File: src/rtl/core/dsh_pkg.sv
package dsh_pkg;

  // command codes on req_type
  typedef enum logic [1:0] {
    REQ_STEP   = 2'd0,
    REQ_CUT    = 2'd1,
    REQ_STOP   = 2'd2,
    REQ_RESEND = 2'd3
  } req_e;

  // ir-cut mode codes on cut_mode, anything else clears
  localparam logic [1:0] CUT_DRIVE_A = 2'd1;
  localparam logic [1:0] CUT_DRIVE_B = 2'd2;

  localparam int unsigned STATUS_W = 16;

  // ir-cut drive words and the mask kept on a clear
  localparam logic [STATUS_W-1:0] IRCUT_A    = 16'h00B0;
  localparam logic [STATUS_W-1:0] IRCUT_B    = 16'h0070;
  localparam logic [STATUS_W-1:0] IRCUT_KEEP = 16'hFF00;

  // status bits 3..0 are never set, so the stored status drops them
  localparam int unsigned STAT_LO = 4;
  localparam int unsigned STAT_W  = STATUS_W - STAT_LO;

  // half-step coil nibble for one motor
  function automatic logic [3:0] coil_nibble(input logic [2:0] phase);
    logic [3:0] nib;
    unique case (phase)
      3'd0:    nib = 4'h8;
      3'd1:    nib = 4'h9;
      3'd2:    nib = 4'h1;
      3'd3:    nib = 4'h3;
      3'd4:    nib = 4'h2;
      3'd5:    nib = 4'h6;
      3'd6:    nib = 4'h4;
      default: nib = 4'hC;
    endcase
    return nib;
  endfunction

endpackage

File: src/rtl/core/dsh_cmd.sv
module dsh_cmd #(
  parameter int unsigned FRAME_BITS = 10
) (
  input  logic                  clk_i,
  input  logic                  rst_ni,
  input  logic                  acc_i,
  input  dsh_pkg::req_e         req_i,
  input  logic                  motor_i,
  input  logic [2:0]            phase_i,
  input  logic [1:0]            mode_i,
  input  logic                  take_i,
  output logic                  pend_vld_o,
  output logic [FRAME_BITS-1:0] pend_word_o
);
  import dsh_pkg::*;

  logic [STAT_W-1:0]     status_q, status_d;
  logic [3:0]            ircut_q, ircut_d;
  logic                  pend_vld_q, pend_vld_d;
  logic [FRAME_BITS-1:0] pend_q, pend_d;
  logic [STATUS_W-1:0]   pattern;
  logic [STATUS_W-1:0]   step_word;
  logic [STATUS_W-1:0]   send_word;
  logic                  sends;

  always_comb begin
    logic [3:0] nib;
    nib = coil_nibble(phase_i);
    pattern = motor_i ? {nib, 12'h000} : {4'h0, nib, 8'h00};
  end

  assign step_word = pattern | {8'h00, ircut_q, 4'h0};

  always_comb begin
    status_d  = status_q;
    ircut_d   = ircut_q;
    send_word = '0;
    sends     = 1'b0;
    if (acc_i) begin
      unique case (req_i)
        REQ_STEP: begin
          status_d  = step_word[STATUS_W-1:STAT_LO];
          send_word = step_word;
          sends     = 1'b1;
        end
        REQ_CUT: begin
          if (mode_i == CUT_DRIVE_A) begin
            ircut_d  = IRCUT_A[7:4];
            status_d = status_q | IRCUT_A[STATUS_W-1:STAT_LO];
          end else if (mode_i == CUT_DRIVE_B) begin
            ircut_d  = IRCUT_B[7:4];
            status_d = status_q | IRCUT_B[STATUS_W-1:STAT_LO];
          end else begin
            ircut_d  = '0;
            status_d = status_q & IRCUT_KEEP[STATUS_W-1:STAT_LO];
          end
        end
        REQ_STOP: begin
          sends = 1'b1;
        end
        REQ_RESEND: begin
          send_word = {status_q, {STAT_LO{1'b0}}};
          sends     = 1'b1;
        end
        default: ;
      endcase
    end
  end

  always_comb begin
    pend_vld_d = pend_vld_q & ~take_i;
    pend_d     = pend_q;
    if (sends) begin
      pend_vld_d = 1'b1;
      pend_d     = send_word[STATUS_W-1 -: FRAME_BITS];
    end
  end

  always_ff @(posedge clk_i or negedge rst_ni) begin
    if (!rst_ni) begin
      status_q   <= '0;
      ircut_q    <= '0;
      pend_vld_q <= 1'b0;
    end else begin
      status_q   <= status_d;
      ircut_q    <= ircut_d;
      pend_vld_q <= pend_vld_d;
    end
  end

  always_ff @(posedge clk_i) begin
    pend_q <= pend_d;
  end

  assign pend_vld_o  = pend_vld_q;
  assign pend_word_o = pend_q;

  // a waiting frame is never overwritten before the serializer takes it
  a_pend_hold: assert property (@(posedge clk_i) disable iff (!rst_ni)
    pend_vld_q && !take_i |=> pend_vld_q && $stable(pend_q))
    else $error("pending frame overwritten");

  // ir-cut nibble only ever holds clear, drive A or drive B
  a_ircut_code: assert property (@(posedge clk_i) disable iff (!rst_ni)
    ircut_q == 4'h0 || ircut_q == IRCUT_A[7:4] || ircut_q == IRCUT_B[7:4])
    else $error("bad ir-cut bits");

endmodule

File: src/rtl/core/dsh_ser.sv
module dsh_ser #(
  parameter int unsigned FRAME_BITS = 10
) (
  input  logic                  clk_i,
  input  logic                  rst_ni,
  input  logic                  pend_vld_i,
  input  logic [FRAME_BITS-1:0] pend_word_i,
  output logic                  take_o,
  input  logic                  out_stall_i,
  output logic                  out_valid_o,
  output logic                  serial_bit_o,
  output logic                  frame_last_o
);
  localparam int unsigned CntW = (FRAME_BITS > 1) ? $clog2(FRAME_BITS) : 1;
  localparam logic [CntW-1:0] LastIdx = CntW'(FRAME_BITS - 1);

  logic                  busy_q, busy_d;
  logic [CntW-1:0]       cnt_q, cnt_d;
  logic [FRAME_BITS-1:0] sh_q, sh_d;
  logic                  last;
  logic                  out_acc;

  assign last    = (cnt_q == LastIdx);
  assign out_acc = busy_q & ~out_stall_i;
  assign take_o  = pend_vld_i & (~busy_q | (out_acc & last));

  always_comb begin
    busy_d = busy_q;
    cnt_d  = cnt_q;
    sh_d   = sh_q;
    if (take_o) begin
      busy_d = 1'b1;
      cnt_d  = '0;
      sh_d   = pend_word_i;
    end else if (out_acc) begin
      if (last) begin
        busy_d = 1'b0;
      end else begin
        cnt_d = cnt_q + 1'b1;
        sh_d  = sh_q << 1;
      end
    end
  end

  always_ff @(posedge clk_i or negedge rst_ni) begin
    if (!rst_ni) begin
      busy_q <= 1'b0;
      cnt_q  <= '0;
    end else begin
      busy_q <= busy_d;
      cnt_q  <= cnt_d;
    end
  end

  always_ff @(posedge clk_i) begin
    sh_q <= sh_d;
  end

  assign out_valid_o  = busy_q;
  assign serial_bit_o = sh_q[FRAME_BITS-1];
  assign frame_last_o = last;

  // bit counter stays inside the frame
  a_cnt_range: assert property (@(posedge clk_i) disable iff (!rst_ni)
    busy_q |-> cnt_q <= LastIdx)
    else $error("bit counter past frame end");

  // after the final bit goes out with nothing waiting, the serializer idles
  a_frame_end: assert property (@(posedge clk_i) disable iff (!rst_ni)
    out_acc && last && !pend_vld_i |=> !busy_q)
    else $error("serializer ran past frame end");

endmodule

File: src/rtl/core/dual_stepper_halfstep_serializer_core.sv
// Command front end and serializer for a two-motor four-phase stepper driver
// with an ir-cut output. Each accepted item is decoded combinationally: a step
// command builds the half-step coil pattern of the chosen motor, ors in the
// kept ir-cut bits and stores it as the new driver status; an ir-cut command
// sets or clears the ir-cut bits and updates the status without sending; a
// stop command queues an all-zero frame; a resend queues the stored status.
// A sending command emits the top FRAME_BITS status bits, msb first, one
// serial bit per result item, with frame_last_o high on the final bit.
// Rate: one result item per cycle while the output is not stalled, so a
// sending command occupies the shift register for FRAME_BITS result items
// (10 by default); one decoded frame waits in a holding register, so the
// next item is taken while the current frame is still shifting, and ir-cut
// commands are taken every cycle as long as the holding register is free.
// An accepted frame passes the holding register, then the shift register.
module dual_stepper_halfstep_serializer_core #(
  parameter int unsigned FRAME_BITS = 10
) (
  input  logic       clk_i,
  input  logic       rst_ni,
  // command items
  input  logic       in_valid_i,
  output logic       in_stall_o,
  input  logic [1:0] req_type_i,
  input  logic       motor_sel_i,
  input  logic [2:0] step_phase_i,
  input  logic [1:0] cut_mode_i,
  // serial bit items
  output logic       out_valid_o,
  input  logic       out_stall_i,
  output logic       serial_bit_o,
  output logic       frame_last_o
);
  import dsh_pkg::*;

  logic                  in_acc;
  logic                  pend_vld;
  logic                  take;
  logic [FRAME_BITS-1:0] pend_word;

  // hold off new items only while a decoded frame waits and cannot move on
  assign in_stall_o = pend_vld & ~take;
  assign in_acc     = in_valid_i & ~in_stall_o;

  // decode, status and ir-cut state, holding register for one frame
  dsh_cmd #(
    .FRAME_BITS (FRAME_BITS)
  ) u_cmd (
    .clk_i       (clk_i),
    .rst_ni      (rst_ni),
    .acc_i       (in_acc),
    .req_i       (req_e'(req_type_i)),
    .motor_i     (motor_sel_i),
    .phase_i     (step_phase_i),
    .mode_i      (cut_mode_i),
    .take_i      (take),
    .pend_vld_o  (pend_vld),
    .pend_word_o (pend_word)
  );

  // frame shift register and bit counter
  dsh_ser #(
    .FRAME_BITS (FRAME_BITS)
  ) u_ser (
    .clk_i        (clk_i),
    .rst_ni       (rst_ni),
    .pend_vld_i   (pend_vld),
    .pend_word_i  (pend_word),
    .take_o       (take),
    .out_stall_i  (out_stall_i),
    .out_valid_o  (out_valid_o),
    .serial_bit_o (serial_bit_o),
    .frame_last_o (frame_last_o)
  );

endmodule
File: config.mk
export PLATFORM = sky130hd
export DESIGN_NAME = dual_stepper_halfstep_serializer_core
export DESIGN_NICKNAME = d
export VERILOG_FILES = /design/src/rtl/core/dsh_pkg.sv /design/src/rtl/core/dsh_cmd.sv /design/src/rtl/core/dsh_ser.sv /design/src/rtl/core/dual_stepper_halfstep_serializer_core.sv
export SDC_FILE = /design/constraint.sdc
export NUM_CORES = 1
export LEC_CHECK = 0
export BUFFER_PORTS_ARGS = -buffer_cell sky130_fd_sc_hd__buf_2
export CAP_MARGIN = 0
export CORE_UTILIZATION = 43
export DETAILED_ROUTE_END_ITERATION = 6
export GPL_ROUTABILITY_DRIVEN = 0
export GPL_TIMING_DRIVEN = 0
export PLACE_DENSITY = 0.6
export SLEW_MARGIN = 40
export SYNTH_ARGS = -nofsm -noshare
export SYNTH_HDL_FRONTEND = slang
export SYNTH_HIERARCHICAL = 1
export SYNTH_SLANG_ARGS = --single-unit
File: constraint.sdc
create_clock -name clk_i -period 3.79 [get_ports clk_i]
set_input_delay 0.758 -clock clk_i [delete_from_list [all_inputs] [get_ports clk_i]]
set_output_delay 0.758 -clock clk_i [all_outputs]
set_load 0.03 [all_outputs]
==> out/metrics.cfg, run 1 <==
[flow_run]
drv_cap = 0

[global_routing]
grt_usage_pct = 16.2
antenna_found_initial = 0
grt_pass1_wl_mm = 5.45
grt_max_degree = 19
first_global_vias = 1160
grt.overflow.total = 0

[critical_path]
path_buf_inv = 3
cp_top_family = buffers and inverters
crit_path_start_kind = flip-flop
critPathKind = reg -> out
cp-startpoint = u_ser/cnt_q[0]$_DFFE_PN0P_
crit_chain = ha_1 -> and4bb_1 -> o21ai_4 -> buf_6 -> inv_1 -> nor2b_4 -> buf_2
crit_fanout = 10
end_kind = output pin
slowest_stage = dfrtp_1
crit_arrival_ns = 1.99
r2r_start = u_ser/cnt_q[1]$_DFFE_PN0P_
critPathMaxStageDelay_ns = 0.42
crit_required_ns = 3.03

[floorplanning]
design.core.area_um2 = 4140
dieArea_um2 = 4750
die_h_um = 68.9
initial_core_util_pct = 46.4
fp.dieW_um = 68.9
rows = 23
pin_count = 16

[timing]
min_period_ns = 2.75
fmax_mhz = 363
finalCritPeriodShare_pct = 72.6
final.setup.tns_ns = 0
slew_headroom_pct = 64.6
finalMaxSlewViolations = 0
tightest_slew_ns = 0.531
skew_ns = 0.00126
final_hold_viol_count = 0
finalSetupViolCount = 0
rsz0062_at_grt = false

[clock_network]
cts_tree = done
hold_buffers = 0
clk_pin_slew_ns = 0.07
ctsHtreeMaxLevel = 2
insertion_delay_ns = 0.28
post_cts_resized = 0
postCtsSetupBuffers = 0
clock_sinks = 38
root_buffer = clkbuf_8
cts_buffer_depth = 2
numCtsBuffers = 5

[route]
wl_mm = 3.27
viasPerCell = 5.51
antenna_left = 0
drt_iter0_drc = 70
num_vias = 1234
first_pass_iters = 4
route.detailed.drc = 0
post_drt_wl_per_cell_um = 14.6

[place]
place_area_um2 = 2050
hpwl_mm = 2.43
portBuffers = 13

[finish]
nNetsFinal = 191
stdcell_area_um2 = 2140
fillerInstances = 383
drive_gt1_share_pct = 24.7
syn_to_final_growth_pct = 11.1
insertedDiodeCount = 0

[synthesis]
yosysWarnings = 6
synth.ff_latch_count = 38
syn_avg_cell_area_um2 = 12.6
netlist_area_um2 = 1920
yosysTopAreaCell = edfxtp_1
yosysUniqueCellTypes = 41
synth.most_common_cell = edfxtp_1
synth_edf_count = 20
ys_top_cells_by_count = edfxtp_1 (20), dfrtp_1 (18), a22o_1 (8), inv_1 (8)
synth_ff_type = edfxtp_1
synthesis.nets = 171
yosysTopAreaCellShare_pct = 31.2
synthCells = 153
seq_area_frac_synth_pct = 54.6
synth.area.top_cells = edfxtp_1 (31%), dfrtp_1 (23%), mux2_4 (4.7%), ha_1 (3.9%), a22o_1 (3.6%)
async_flop_share_pct = 47.4

[pwr]
power_density_nw_per_um2 = 580
leakage_nw = 0.920
vdd_ir_drop_max_uv = 263

[worst_hold_path]
hp-class = in -> async

[outcome]
status = completed

[flip-flops by register name (all words and copies together), names as in the netlist]
| register | count |
|---|---|
| u_cmd/ircut_q | 2 |
| u_cmd/status_q | 10 |
| u_ser/cnt_q | 4 |
| u_cmd/pend_vld_o | 1 |
| u_cmd/pend_word_o | 10 |
| u_ser/sh_q | 10 |
| u_ser/out_valid_o | 1 |
[cells in the final DEF (no fill, tap or decap), types with 4 or more instances in the layout]
cell      count
a22oi_1       4
clkbuf_8      5
a22o_1        8
mux2_2        4
nand3_1       6
ha_1          6
nand2b_1      6
nor2_1        7
o21ai_0       6
a21oi_1       4
inv_1         8
o21ai_1       5
edfxtp_1     20
nand2_1       7
buf_2        13
dfrtp_1      18
mux2_4        6
[layout make-up]
| type | instances | area (um^2) | area share [%] |
|---|---|---|---|
| inverter | 8 | 30.0 | 1.41 |
| multi-input combinational | 102 | 811 | 37.9 |
| tap | 50 | 62.6 | 2.93 |
| buffer | 5 | 36.3 | 1.70 |
| timing repair buffer | 13 | 65.1 | 3.04 |
| clock buffer | 6 | 72.6 | 3.40 |
| sequential | 38 | 1050 | 49.2 |
| clock inverter | 2 | 8.76 | 0.410 |
[cells by family (layout without fill, tap and decap cells)]
| group | Yosys count | after routing | share of synthesized area [%] |
|---|---|---|---|
| adders and majority gates | 6 | 6 | 3.90 |
| and+or+nand+nor | 43 | 43 | 14.4 |
| muxes | 12 | 12 | 8.06 |
| AOI/OAI and AO/OA | 41 | 41 | 15.5 |
| buffers and inverters | 13 | 34 | 3.45 |
| DFF | 38 | 38 | 54.6 |
[worst paths after layout]
| path | slack (ns) | cells after the start | endpoint |
|---|---|---|---|
| min | 0.40 | 1 | u_ser/cnt_q[1]$_DFFE_PN0P_ |
| min reg2reg | 0.51 | 1 | u_cmd/status_q[4]$_DFFE_PN0P_ |
| max in group asynchronous | 3.10 | 1 | u_cmd/status_q[7]$_DFFE_PN0P_ |
| min in group clk_i | 0.51 | 1 | u_cmd/status_q[4]$_DFFE_PN0P_ |
| max | 1.04 | 7 | in_stall_o |
| max reg2reg | 1.38 | 9 | u_cmd/pend_word_o[7]$_SDFFCE_PN0P_ |
[metal layers]
metal  wire [um]  GRT usage [%]  vias up
met5           0              0        -
met4          25           7.65        0
met3         169           3.95        2
met2        1620           26.5       36
met1        1450           20.0      585
li1            -              -      611
[per-stage QoR]
| step | setup slack (ns) | power (mW) | hold WS, ns | cells | util [%] |
|---|---|---|---|---|---|
| global placement | 1.06 | 0.966 | 0.488 | 216 | 49.5 |
| finish | 1.04 | 1.24 | 0.396 | 224 | 51.6 |
| global route | 0.938 | 1.31 | 0.418 | 224 | 51.6 |
| detailed placement | 1.08 | 0.988 | 0.497 | 216 | 49.5 |
| floorplan | 1.38 | 0.896 | 0.462 | 153 | - |
| CTS | 1.01 | 1.25 | 0.411 | 224 | 51.5 |
[power breakdown]
| group | internal [mW] | switching, mW | total, mW |
|---|---|---|---|
| clock | 0.126 | 0.135 | 0.261 |
| combinational | 0.164 | 0.162 | 0.326 |
| sequential | 0.571 | 0.0809 | 0.652 |
| total | 0.861 | 0.378 | 1.24 |
Note: power is estimated with default switching activity, not from simulation.
==> inputs of run 2 (changes only) <==
- PLACE_DENSITY: 0.6 -> 0.62
- clock period: 3.79 -> 2.35 ns (I/O delays scaled with it)
==> out/metrics.cfg, run 2 (synthesis gave the netlist of run 1 again) <==
[timing]
finalCritPeriodShare_pct = 94.9
rsz0062_at_grt = true
skew_ns = 0.00461
tightest_slew_ns = 0.532
finalSetupViolCount = 0
final_hold_viol_count = 0
slew_headroom_pct = 64.5
final.setup.worst_slack_ns = 0.119
fmax_mhz = 448
min_period_ns = 2.23
finalMaxSlewViolations = 0

[finish]
mostFrequentLayoutCells = edfxtp_1 (20), dfrtp_1 (18), buf_2 (12)
final_cells = 232
stdcell_area_um2 = 2220
insertedDiodeCount = 0
drive_gt1_share_pct = 30.2
syn_to_final_growth_pct = 15.3
nNetsFinal = 199
final_util_pct = 53.5
layout_commonest_cell = edfxtp_1

[global_routing]
grt_pass1_wl_mm = 5.60
antenna_found_initial = 0
grt.overflow.total = 0
first_global_vias = 1177
grt_usage_pct = 16.6
grt_max_degree = 19

[critical_path]
crit_fanout = 8
end_kind = flip-flop
crit_required_ns = 2.49
critPathKind = reg -> reg
crit_path_start_kind = flip-flop
crit_arrival_ns = 2.37

[floorplanning]
initial_core_util_pct = 46.4
fp.dieW_um = 68.9
pin_count = 16
design.core.area_um2 = 4140
rows = 23
die_h_um = 68.9
dieArea_um2 = 4750

[clock_network]
cts_tree = done
numCtsBuffers = 5
ctsHtreeMaxLevel = 2
hold_buffers = 0
clock_sinks = 38
insertion_delay_ns = 0.28
root_buffer = clkbuf_8
cts_buffer_depth = 2
clk_pin_slew_ns = 0.07

[route]
drt_iter0_drc = 86
first_pass_iters = 4
post_drt_wl_per_cell_um = 14.7
num_vias = 1280
route.detailed.drc = 0
viasPerCell = 5.52
antenna_left = 0
wl_mm = 3.42

[pwr]
leakage_nw = 0.958
power_density_nw_per_um2 = 931
vdd_ir_drop_max_uv = 491
finalPower_mw = 2.07

[outcome]
status = completed

[place]
place_area_um2 = 2050
hpwl_mm = 2.43
portBuffers = 13
dp_cells = 216
pre_cts_ws_ns = -0.0973

[worst_hold_path]
hp-class = in -> async

[flow_run]
drv_cap = 0

## run 2: cell count changes in the layout (fill, tap and decap cells not counted), sizes merged
cell  delta
buf      +8
## run 2: worst paths after layout
| path | end | from | slack, ns | cells past startpoint |
|---|---|---|---|---|
| worst max-delay path | u_cmd/pend_word_o[7]$_SDFFCE_PN0P_ | u_ser/cnt_q[1]$_DFFE_PN0P_ | 0.12 | 11 |
| worst min-delay path | u_ser/cnt_q[3]$_DFFE_PN0P_ | rst_ni | 0.12 | 1 |
| worst max register to register | u_cmd/pend_word_o[7]$_SDFFCE_PN0P_ | u_ser/cnt_q[1]$_DFFE_PN0P_ | 0.12 | 11 |
| worst min register to register | u_cmd/status_q[10]$_DFFE_PN0P_ | u_cmd/status_q[10]$_DFFE_PN0P_ | 0.52 | 1 |
| max in group asynchronous | u_cmd/ircut_q[3]$_DFFE_PN0P_ | rst_ni | 1.93 | 1 |
| min in group clk_i | u_ser/cnt_q[3]$_DFFE_PN0P_ | out_stall_i | 0.47 | 3 |
## run 2: per-stage QoR
stage,TNS [ns],hold slack (ns)
6_report,0,0.116
3_5_place_dp,-0.970,0.436
2_1_floorplan,0,0.174
4_1_cts,0,0.119
3_3_place_gp,-1.26,0.420
5_1_grt,-0.0151,0.129
## run 2: report_power, final
| group | switching (mW) | total, mW | internal [mW] |
|---|---|---|---|
| logic | 0.286 | 0.601 | 0.315 |
| registers | 0.121 | 1.04 | 0.920 |
| clock network | 0.218 | 0.424 | 0.206 |
| total | 0.625 | 2.07 | 1.44 |
## run 2: what timing repair did
| action | 4_1_cts | 5_1_grt |
|---|---|---|
| setup buffers | 1 | 7 |
| pin swaps | 1 | 0 |
| endpoints found under the setup margin | 16 | 24 |
| gates resized for setup | 7 | 0 |
## run 2: worst max-delay path, cell delays in order, from the launching register on
cell and delay, ns:
dfrtp_1 0.39, inv_1 0.07, ha_2 0.18, and4bb_1 0.27
o21ai_4 0.09, buf_8 0.15, inv_2 0.07, nor2b_4 0.04
nor2b_2 0.29, and2b_2 0.27, nand3_1 0.12, o21ai_1 0.15
## run 2: layout make-up
| cell class | instances | area, um^2 |
|---|---|---|
| fillers | 380 | 1930 |
| plain buffers | 5 | 40.0 |
| clock buffers | 6 | 72.6 |
| well taps | 50 | 62.6 |
| inverters | 8 | 30.0 |
| flip-flops and latches | 38 | 1050 |
| multi-input cells | 102 | 821 |
| clock inverters | 2 | 10.0 |
| repair buffers | 21 | 131 |
## run 2: layer usage
layer	GRT usage (%)	share of wire (%)	up-vias
met5	0	0	-
met4	5.36	0.67	0
met3	5.92	3.4	2
met2	27.3	49	21
met1	20.2	47	629
li1	-	-	628
